`src/rtl/usp_pkg.sv`:
```
package usp_pkg;

  // parser phase, one-hot
  typedef enum logic [8:0] {
    PH_PROTO  = 9'b000000001,
    PH_SKIP_A = 9'b000000010,
    PH_SKIP_B = 9'b000000100,
    PH_HOST   = 9'b000001000,
    PH_PORT   = 9'b000010000,
    PH_PATH   = 9'b000100000,
    PH_SEARCH = 9'b001000000,
    PH_HASH   = 9'b010000000,
    PH_STOP   = 9'b100000000
  } phase_e;

  // component codes
  localparam logic [2:0] COMP_PROTOCOL = 3'd0;
  localparam logic [2:0] COMP_HOST     = 3'd1;
  localparam logic [2:0] COMP_PATH     = 3'd2;
  localparam logic [2:0] COMP_SEARCH   = 3'd3;
  localparam logic [2:0] COMP_HASH     = 3'd4;

  // record kinds
  localparam logic KIND_CONTENT = 1'b0;
  localparam logic KIND_SUMMARY = 1'b1;

  // delimiter and digit characters
  localparam logic [7:0] CH_COLON = 8'h3a;
  localparam logic [7:0] CH_SLASH = 8'h2f;
  localparam logic [7:0] CH_QUEST = 8'h3f;
  localparam logic [7:0] CH_HASH  = 8'h23;
  localparam logic [7:0] CH_ZERO  = 8'h30;
  localparam logic [7:0] CH_NINE  = 8'h39;

  localparam int unsigned PortWidth = 16;
  localparam logic [PortWidth-1:0] PORT_MAX = '1;

  // one result word
  typedef struct packed {
    logic                 kind;
    logic [2:0]           comp;
    logic [7:0]           ch;
    logic [PortWidth-1:0] port;
    logic                 bad;
    logic                 last;
  } record_t;

endpackage

```
`src/rtl/url_component_splitter.sv`:
```
// url component splitter: tags each url byte with its component
// outputs are driven from a registered two-slot queue, not from the input directly
// throughput: 1 input word per cycle while in_stall_o is low; a final byte that is also content
//   yields two result words and stalls the input until the second word moves to the first slot
// reset: rst_ni low clears the parser phase, port accumulator, port error flag and output valids
module url_component_splitter (
  input  logic        clk_i,
  input  logic        rst_ni,
  input  logic        in_valid_i,
  output logic        in_stall_o,
  input  logic [7:0]  char_in_i,
  input  logic        end_of_url_i,
  output logic        out_valid_o,
  input  logic        out_stall_i,
  output logic        record_kind_o,
  output logic [2:0]  component_o,
  output logic [7:0]  char_out_o,
  output logic [15:0] port_value_o,
  output logic        port_bad_o,
  output logic        last_record_o
);

  usp_pkg::phase_e                 phase_q, phase_d, phase_next;
  logic [usp_pkg::PortWidth-1:0]   port_accum_q, port_accum_d, port_next;
  logic                            port_error_q, port_error_d, error_next;

  usp_pkg::record_t slot_a_q, slot_a_d, slot_b_q, slot_b_d;
  logic             a_valid_q, a_valid_d, b_valid_q, b_valid_d;

  logic       in_acc, out_pop;
  logic       is_colon, is_slash, is_quest, is_hash, is_digit;
  logic       comp_valid;
  logic [2:0] comp_code;
  logic [7:0] digit;
  logic [19:0] port_prod;

  usp_pkg::record_t rec_content, rec_summary;

  // handshakes
  assign out_pop    = a_valid_q && !out_stall_i;
  assign in_stall_o = b_valid_q || (a_valid_q && out_stall_i);
  assign in_acc     = in_valid_i && !in_stall_o;

  // character classes
  assign is_colon = char_in_i == usp_pkg::CH_COLON;
  assign is_slash = char_in_i == usp_pkg::CH_SLASH;
  assign is_quest = char_in_i == usp_pkg::CH_QUEST;
  assign is_hash  = char_in_i == usp_pkg::CH_HASH;
  assign is_digit = (char_in_i >= usp_pkg::CH_ZERO) && (char_in_i <= usp_pkg::CH_NINE);
  assign digit    = char_in_i - usp_pkg::CH_ZERO;

  // port times ten plus digit, as shifts and adds
  assign port_prod = {1'b0, port_accum_q, 3'b000} + {3'b000, port_accum_q, 1'b0}
                   + {12'd0, digit};

  // phase transition and content tagging
  always_comb begin
    phase_next = phase_q;
    port_next  = port_accum_q;
    error_next = port_error_q;
    comp_valid = 1'b0;
    comp_code  = usp_pkg::COMP_PROTOCOL;
    unique case (phase_q)
      usp_pkg::PH_PROTO: begin
        if (is_colon) begin
          phase_next = usp_pkg::PH_SKIP_A;
        end else begin
          comp_valid = 1'b1;
          comp_code  = usp_pkg::COMP_PROTOCOL;
        end
      end
      usp_pkg::PH_SKIP_A: begin
        phase_next = usp_pkg::PH_SKIP_B;
      end
      usp_pkg::PH_SKIP_B: begin
        phase_next = usp_pkg::PH_HOST;
      end
      usp_pkg::PH_HOST: begin
        if (is_slash) begin
          phase_next = usp_pkg::PH_PATH;
        end else if (is_colon) begin
          phase_next = usp_pkg::PH_PORT;
        end else if (is_quest) begin
          phase_next = usp_pkg::PH_SEARCH;
        end else if (is_hash) begin
          phase_next = usp_pkg::PH_HASH;
        end else begin
          comp_valid = 1'b1;
          comp_code  = usp_pkg::COMP_HOST;
        end
      end
      usp_pkg::PH_PORT: begin
        if (is_slash) begin
          phase_next = usp_pkg::PH_PATH;
        end else if (is_colon) begin
          phase_next = usp_pkg::PH_STOP;
        end else if (is_quest) begin
          phase_next = usp_pkg::PH_SEARCH;
        end else if (is_hash) begin
          phase_next = usp_pkg::PH_HASH;
        end else if (is_digit) begin
          // saturate on overflow
          if (port_prod[19:16] != 4'd0) begin
            port_next  = usp_pkg::PORT_MAX;
            error_next = 1'b1;
          end else begin
            port_next = port_prod[15:0];
          end
        end else begin
          error_next = 1'b1;
        end
      end
      usp_pkg::PH_PATH: begin
        if (is_colon) begin
          phase_next = usp_pkg::PH_STOP;
        end else if (is_quest) begin
          phase_next = usp_pkg::PH_SEARCH;
        end else if (is_hash) begin
          phase_next = usp_pkg::PH_HASH;
        end else begin
          comp_valid = 1'b1;
          comp_code  = usp_pkg::COMP_PATH;
        end
      end
      usp_pkg::PH_SEARCH: begin
        if (is_colon || is_quest) begin
          phase_next = usp_pkg::PH_STOP;
        end else if (is_hash) begin
          phase_next = usp_pkg::PH_HASH;
        end else begin
          comp_valid = 1'b1;
          comp_code  = usp_pkg::COMP_SEARCH;
        end
      end
      usp_pkg::PH_HASH: begin
        if (is_colon || is_quest || is_hash) begin
          phase_next = usp_pkg::PH_STOP;
        end else begin
          comp_valid = 1'b1;
          comp_code  = usp_pkg::COMP_HASH;
        end
      end
      default: begin
        phase_next = usp_pkg::PH_STOP;
      end
    endcase
  end

  // result words for this byte
  always_comb begin
    rec_content      = '0;
    rec_content.kind = usp_pkg::KIND_CONTENT;
    rec_content.comp = comp_code;
    rec_content.ch   = char_in_i;

    rec_summary      = '0;
    rec_summary.kind = usp_pkg::KIND_SUMMARY;
    rec_summary.port = port_next;
    rec_summary.bad  = error_next;
    rec_summary.last = 1'b1;
  end

  // state update, back to reset at end of url
  always_comb begin
    phase_d      = phase_q;
    port_accum_d = port_accum_q;
    port_error_d = port_error_q;
    if (in_acc) begin
      if (end_of_url_i) begin
        phase_d      = usp_pkg::PH_PROTO;
        port_accum_d = '0;
        port_error_d = 1'b0;
      end else begin
        phase_d      = phase_next;
        port_accum_d = port_next;
        port_error_d = error_next;
      end
    end
  end

  // two-slot output queue; input only taken when the queue is empty or its head drains this cycle
  always_comb begin
    slot_a_d  = slot_a_q;
    slot_b_d  = slot_b_q;
    a_valid_d = a_valid_q;
    b_valid_d = b_valid_q;
    if (in_acc) begin
      slot_a_d  = comp_valid ? rec_content : rec_summary;
      slot_b_d  = rec_summary;
      a_valid_d = comp_valid || end_of_url_i;
      b_valid_d = comp_valid && end_of_url_i;
    end else if (out_pop) begin
      slot_a_d  = slot_b_q;
      a_valid_d = b_valid_q;
      b_valid_d = 1'b0;
    end
  end

  // control registers
  always_ff @(posedge clk_i or negedge rst_ni) begin
    if (!rst_ni) begin
      phase_q      <= usp_pkg::PH_PROTO;
      port_accum_q <= '0;
      port_error_q <= 1'b0;
      a_valid_q    <= 1'b0;
      b_valid_q    <= 1'b0;
    end else begin
      phase_q      <= phase_d;
      port_accum_q <= port_accum_d;
      port_error_q <= port_error_d;
      a_valid_q    <= a_valid_d;
      b_valid_q    <= b_valid_d;
    end
  end

  // payload registers
  always_ff @(posedge clk_i) begin
    slot_a_q <= slot_a_d;
    slot_b_q <= slot_b_d;
  end

  // outputs
  assign out_valid_o   = a_valid_q;
  assign record_kind_o = slot_a_q.kind;
  assign component_o   = slot_a_q.comp;
  assign char_out_o    = slot_a_q.ch;
  assign port_value_o  = slot_a_q.port;
  assign port_bad_o    = slot_a_q.bad;
  assign last_record_o = slot_a_q.last;

`ifndef SYNTHESIS
  // second slot is never filled without the first
  assert property (@(posedge clk_i) disable iff (!rst_ni) b_valid_q |-> a_valid_q)
    else $error("second slot valid while first slot empty");

  // end of url always leaves a summary queued and parser state cleared
  assert property (@(posedge clk_i) disable iff (!rst_ni)
    (in_acc && end_of_url_i) |=> (a_valid_q && (slot_a_q.last || (b_valid_q && slot_b_q.last))
      && phase_q == usp_pkg::PH_PROTO && port_accum_q == '0 && !port_error_q))
    else $error("end of url did not queue summary or clear state");

  // last flag only on summary words
  assert property (@(posedge clk_i) disable iff (!rst_ni)
    (out_valid_o && last_record_o) |-> (record_kind_o == usp_pkg::KIND_SUMMARY))
    else $error("last flag on a content word");

  // content words carry a defined component code and a zero port field
  assert property (@(posedge clk_i) disable iff (!rst_ni)
    (out_valid_o && record_kind_o == usp_pkg::KIND_CONTENT)
      |-> (component_o <= usp_pkg::COMP_HASH && port_value_o == '0))
    else $error("content word with bad component or port field");
`endif

endmodule
```
`config.mk`:
```
export PLATFORM = sky130hd
export DESIGN_NAME = url_component_splitter
export DESIGN_NICKNAME = d
export VERILOG_FILES = /design/src/rtl/usp_pkg.sv /design/src/rtl/url_component_splitter.sv
export SDC_FILE = /design/constraint.sdc
export NUM_CORES = 1
export LEC_CHECK = 0
export ABC_CLOCK_PERIOD_IN_PS = 3100
export BUFFER_PORTS_ARGS = -buffer_cell sky130_fd_sc_hd__buf_4
export CORE_UTILIZATION = 35
export CTS_BUF_LIST = sky130_fd_sc_hd__clkbuf_8
export DETAILED_ROUTE_END_ITERATION = 6
export PLACE_DENSITY = 0.63
export SYNTH_ARGS = -nofsm -noshare
export SYNTH_HDL_FRONTEND = slang
export SYNTH_SLANG_ARGS = --single-unit
```
`constraint.sdc`:
```
create_clock -name clk_i -period 3.1 [get_ports clk_i]
set_input_delay 0.31 -clock clk_i [delete_from_list [all_inputs] [get_ports clk_i]]
set_output_delay 0.31 -clock clk_i [all_outputs]
set_load 0.02 [all_outputs]
```
==> reports/metrics.cfg, run 1 <==
[outcome]
status=finished with violations
violations=negative setup slack

[floorplan]
die_w_um=121
core_um2=13900
io_pins=45
rows=43
die_area_um2=14800
start_util=0.360
chipHeight_um=121

[timing]
worst_pin_slew_ns=0.639
hold_ws_ns=0.212
period_minus_slack_ns=3.22
relSlewSlack=0.571
finalHoldViolations=0
finalSetupViolCount=34
fin_skew_ns=0.00944
worst_slack_ns=-0.123
rsz0062_at_grt=true
fmax_ghz=0.310
finalCritPeriodShare=1.04
drv_slew=0

[placement]
place_worst_setup_slack_ns=-0.626
placed_area_um2=6050
dpl.hpwl_mm=10.2
portBuffers=44
gp_congestion=0.853

[finish]
layout.nets=675
syn_to_final_growth_pct=33.7
stdcell_area_um2=6680
final_cell_mix=buf_4, edfxtp_1, nand2_1
layout.cells.most_common=buf_4
final_util=0.481
diodes=0
drive_gt1_frac=0.364

[route]
via_count=4461
finalWirelength_mm=14.1
remaining_drc_errors=0
vias_per_cell=5.49
drt_iter0_drc=373
antenna_left=0
avgRoutedWirePerCell_um=17.4
dr.pass1.iters=5

[setup_path]
cp_top_family=adder cells
critPathBufInv=4
critPathLaunchType=flip-flop
cp-startpoint=port_accum_q[2]
worst-setup-path-type=reg2reg
rr_startpoint=port_accum_q[2]
required_ns=3.20
path_depth=13
crit_fanout=5
critPathSlowestCell=fa_1
crit_chain=inv_2, fa_1, inv_2, fa_2, a211oi_2, o211ai_1, and2_4, a41oi_4, a31oi_4, buf_12, buf_8, nor3b_4, a21oi_1
cp_slowest_stage_delay_ns=0.49
endpoint_kind=flip-flop
rr_worst_depth=13
arrival_ns=3.32
crit_top_cell=inv_2

[yosys]
ys_seq_area_frac=0.417
ys_async_sr_fraction=0.378
synth_edf_count=46
syn_inst=503
netlist-cell-type-count=72
syn_area_um2=5000
syn-mean-instance-area_um2=9.93
ys_warn_count=0
synth_seq_cells=74
synth_ff_type=edfxtp_1
syn-num-nets=551

[cts]
clockRootBuffer=clkbuf_8
clk_path_buf_depth=2
path_clk_slew_ns=0.08
cts_made_buffers=9
insertion_delay_ns=0.36
cts_tree=done
h-tree-depth=3
clock-sinks=74

[global_route]
groute.usage.overall=0.203
grt_antenna_before_repair=0
grt_start_max_net_pins=29
grt_first_pass_wirelength_mm=23.0
grt_pass1_vias=4379
grt-ovfl-total=0

[min_path]
hold_class=in2reg
hp-start=end_of_url_i
hold_depth=3

[pwr]
powerDensity_nw_per_um2=518
leakagePower_nw=2.92
ir_drop_mv=0.218
p_total_mw=3.46

[run]
drv_cap=0

-- where the power goes --
group | internal, mW | switching [mW]
Clock | 0.370 | 0.387
Sequential | 1.33 | 0.111
Combinational | 0.474 | 0.789
Total | 2.18 | 1.29
-- worst min-delay path: stages --
cell and delay [ns]:
buf_4 0.13, nand2_1 0.08, nand2_1 0.05
-- layer usage --
layer	vias to the layer above	track usage	part of all wire	wire length, um
li1	2134	-	-	-
met1	2158	0.288	0.47	6670
met2	147	0.311	0.45	6340
met3	22	0.0343	0.061	857
met4	0	0.0671	0.017	247
met5	-	0	0	0
-- logic make-up (layout without fill, tap and decap cells) --
| kind of cell | Yosys count | count (layout) | share of synthesized area |
|---|---|---|---|
| multiplexers | 1 | 1 | 0.00200 |
| buffers and inverters | 41 | 169 | 0.0421 |
| AO/OA/AOI/OAI | 160 | 161 | 0.218 |
| adder cells (fa/ha/maj) | 35 | 35 | 0.0967 |
| XOR/XNOR | 16 | 16 | 0.0280 |
| AND/OR/NAND/NOR | 176 | 176 | 0.197 |
| flip-flops | 74 | 74 | 0.417 |
-- Yosys cell counts (all sizes together) (5+ instances only) --
master  number  area (um^2)
clkbuf      12         48.8
a31oi        6         52.6
o211ai       5         37.5
nand2       46          189
a22oi       18          185
nor3b        5         42.5
nor2        37          139
xnor2        5         43.8
nand3       13         75.1
inv         17         63.8
o21ai       55          302
a21oi       33          165
nor3        28          199
dfrtp       27          676
fa           6          120
edfxtp      46         1380
a211oi       7         52.6
and2         5         31.3
a21o        10         75.1
or3          5         31.3
buf         12         97.6
xor2        11         96.3
ha          29          363
and3        14         87.6
-- timing repair --
item,CTS,global route
resized for setup,35,21
gates cloned,1,0
setup endpoints to repair,51,51
buffers inserted,9,8
endpoints found under the hold margin,27,0
hold buffers,1,0
pin swaps,23,12
-- area by class of cell --
cell class                      instances  area (um^2)
Fill cell                            1316         7200
Multi-Input combinational cell        389         3020
Sequential cell                        74         2090
Timing Repair Buffer                  136         1090
Tap cell                              180          225
Clock buffer                            9          124
Clock inverter                          7         71.3
Inverter                               17         63.8
-- final timing paths --
check / end / slack [ns]
setup / recovery: slot_b_q[11] / -0.12
hold / removal: phase_q[0] / 0.21
setup reg to reg: slot_b_q[11] / -0.12
hold reg to reg: b_valid_q / 0.51
max in group asynchronous: phase_q[0] / 2.34
min in group asynchronous: port_accum_q[12] / 0.42
-- flip-flops by register name, indices dropped and copies added (netlist names) --
| signal | count |
|---|---|
| b_valid_q | 1 |
| port_value_o | 16 |
| record_kind_o | 1 |
| char_out_o | 8 |
| port_error_q | 1 |
| port_accum_q | 16 |
| out_valid_o | 1 |
| phase_q | 9 |
| slot_b_q | 17 |
| port_bad_o | 1 |
| component_o | 3 |
-- through the flow --
step / setup TNS, ns / cells
after floorplan: 0 / 503
after global placement: -20.16 / 779
after detailed placement: -24.78 / 779
after CTS: -1.10 / 805
after global routing: -7.26 / 812
final: -1.42 / 812
No activity file was read; power rests on OpenSTA's default activity.
==> run 2, diff against run 1 <==
Settings changed: ABC_AREA set to 1, PLACE_DENSITY 0.63 to 0.62.
==> run 2 against run 1 <==
The run now ends clean. Clock power grew 7.0%. Utilization is 5.6 points lower. Area after synthesis rose by 4.9%. Sequential power shrank 28%. Synthesized cell count up 28%. Via count down 4.0%. Critical endpoint is now port_value_o[13]. Fmax up 9.7%. Wire length shrank 13%.
==> reports/metrics.cfg, run 2 <==
[outcome]
status=finished clean

[floorplan]
io_pins=45  ; unchanged
start_util=0.359  ; -0.000833
rows=44  ; +2.3%
die_area_um2=15500  ; +4.8%
core_um2=14600  ; +5.1%
die_w_um=124  ; +2.4%
chipHeight_um=124  ; +2.4%

[pwr]
ir_drop_mv=0.198  ; -9.2%
powerDensity_nw_per_um2=313  ; -40%
leakagePower_nw=3.19  ; +9.5%

[setup_path]
worst-setup-path-type=reg2reg
endpoint_kind=flip-flop
arrival_ns=3.06  ; -0.26 ns
crit_fanout=8  ; +3
required_ns=3.22  ; +0.02 ns
critPathLaunchType=flip-flop

[finish]
layout.nets=755  ; +12%
drive_gt1_frac=0.250  ; -0.114
final_cell_mix=nand2_1, inv_1, buf_4
layout.cells.most_common=nand2_1
largest-register=slot_b_q
largest_reg_flops=17  ; unchanged
stdcell_area_um2=6210  ; -7.0%
finalNonFillerCells=896  ; +10%
syn_to_final_growth_pct=18.5
diodes=0  ; unchanged

[route]
drt_iter0_drc=304  ; -18%
dr.pass1.iters=5  ; unchanged
via_count=4282  ; -4.0%
antenna_left=0  ; unchanged
remaining_drc_errors=0  ; unchanged
vias_per_cell=4.78  ; -13%
finalWirelength_mm=12.2  ; -13%
avgRoutedWirePerCell_um=13.7  ; -21%

[timing]
hold_ws_ns=0.245  ; +0.0336 ns
fin_skew_ns=0.00913  ; -0.000308 ns
drv_slew=0  ; unchanged
period_minus_slack_ns=2.94  ; -0.284 ns
finalSetupViolCount=0  ; -100%
finalCritPeriodShare=0.948  ; -0.0916
worst_slack_ns=0.161  ; +0.284 ns
fin_tns_setup_ns=0  ; +1.42 ns
worst_pin_slew_ns=0.876  ; +0.236 ns
finalHoldViolations=0  ; unchanged
fmax_ghz=0.340  ; +9.7%
relSlewSlack=0.415  ; -0.156

[yosys]
syn-mean-instance-area_um2=8.15  ; -18%
synth-simple-area-share=0.353  ; +0.157
synth_seq_cells=74  ; unchanged
synthXorXnorAreaFrac=0.0201  ; -0.00799
ys_warn_count=0  ; unchanged
ys_seq_area_frac=0.398  ; -0.0193
synth_area_leaders=edfxtp_1, nand2_1, dfrtp_1
synth_ff_type=edfxtp_1
synth_compound_area_frac=0.0439  ; -0.174
syn_inst=643  ; +28%
synth_top_family_by_area=simple AND/OR/NAND/NOR gates
ys_async_sr_fraction=0.378  ; unchanged
synth_area_leader_cell=edfxtp_1
yosysMostFrequentCell=nand2_1
netlist-cell-type-count=49  ; -32%
synth_top_area_frac=0.264  ; -0.0128
syn-num-nets=691  ; +25%
synthAdderAreaFrac=0.0922  ; -0.00448
syn_area_um2=5240  ; +4.9%
synth_commonest_cells=nand2_1, inv_1, nand3_1
synth_edf_count=46  ; unchanged
synthMuxAreaShare=0  ; -0.00200

[global_route]
use_met1=0.244  ; -0.0436
grt_first_pass_wirelength_mm=20.3  ; -12%
grt_pass1_vias=4041  ; -7.7%
met2_usage=0.240  ; -0.0702
grt_use_met3=0.0262  ; -0.00810
grt_start_max_net_pins=29  ; unchanged
groute.usage.overall=0.165  ; -0.0374
grt_antenna_before_repair=0  ; unchanged
grt-ovfl-total=0  ; unchanged
grt.busiest_layer=met1

[run]
drv_cap=0  ; unchanged

[cts]
path_clk_slew_ns=0.08  ; about the same
clockRootBuffer=clkbuf_8
cts_made_buffers=9  ; unchanged
h-tree-depth=3  ; unchanged
clock-sinks=74  ; unchanged
insertion_delay_ns=0.36  ; about the same
cts_tree=done
clk_path_buf_depth=2  ; unchanged

[placement]
gp_congestion=0.860  ; +0.75%
place_worst_setup_slack_ns=-0.145  ; +0.482 ns
dp_cells=876  ; +12%
portBuffers=44  ; unchanged
placed_area_um2=5830  ; -3.6%
dpl.hpwl_mm=9.23  ; -9.6%

[min_path]
hold_class=in2reg

run 2: cell types whose count changed after synthesis, moves of 13 or more:
cell,before,now
o21ai_1,28,1
inv_1,16,85
nand2_2,0,15
and3_1,14,1
nor3_1,20,6
nand2_1,45,198
a21oi_1,33,16
nand3_1,11,52
run 2: path summary, 6_finish.rpt:
kind	startpoint	end	slack, ns	cells after the start
max	port_accum_q[6]	port_value_o[13]	0.16	17
min	end_of_url_i	phase_q[3]	0.25	4
max reg2reg	port_accum_q[6]	port_value_o[13]	0.16	17
min reg2reg	phase_q[0]	phase_q[0]	0.51	2
max in group asynchronous	rst_ni	port_accum_q[4]	2.35	2
min in group asynchronous	rst_ni	out_valid_o	0.43	2
run 2: cell families after synthesis:
family	Yosys count
AND/OR/NAND/NOR	372
AO/OA/AOI/OAI	42
adder cells (fa/ha/maj)	35
flip-flops	74
XOR/XNOR	12
buffers and inverters	108
run 2: timing repair:
item | in CTS | in global routing
gates resized for setup | 0 | 23
setup buffers | 0 | 2
hold buffers | 1 | 0
endpoints found under the hold margin | 27 | 0
endpoints found under the setup margin | 0 | 35
run 2: through the flow:
step	power [mW]	util
global route	2.02	0.426
detailed placement	1.14	0.400
floorplan	1.10	-
CTS	1.95	0.415
finish	1.95	0.426
global placement	1.14	0.400
run 2: worst max-delay path, cell delays in order (launching register included):
cell	delay [ns]
dfrtp_1	0.48
fa_1	0.54
ha_4	0.30
nand2_1	0.08
nor2_1	0.15
nand3_2	0.09
nand2_2	0.09
nand2_2	0.06
nand2_1	0.08
nand2_1	0.05
nand2_1	0.09
nand2_2	0.07
nor2_4	0.18
buf_12	0.15
buf_4	0.11
nand2_2	0.07
nand3_2	0.09
nand2_1	0.05
run 2: cell type report:
cell class                      count  area [um^2]
Tap cell                          184          230
Sequential cell                    74         2090
Fill cell                        1465         8380
Clock buffer                       13          179
Inverter                           96          363
Clock inverter                      3         37.5
Multi-Input combinational cell    461         2780
Timing Repair Buffer               65          533
run 2: power breakdown:
group | switching, mW | total (mW) | internal, mW
Clock | 0.355 | 0.810 | 0.455
Sequential | 0 | 1.04 | 1.04
Combinational | 0.0555 | 0.0986 | 0.0431
run 2: routing by layer:
metal,wire [um],part of all wire
met4,195,0.016
met5,0,0
met2,5120,0.42
met3,488,0.040
met1,6430,0.53
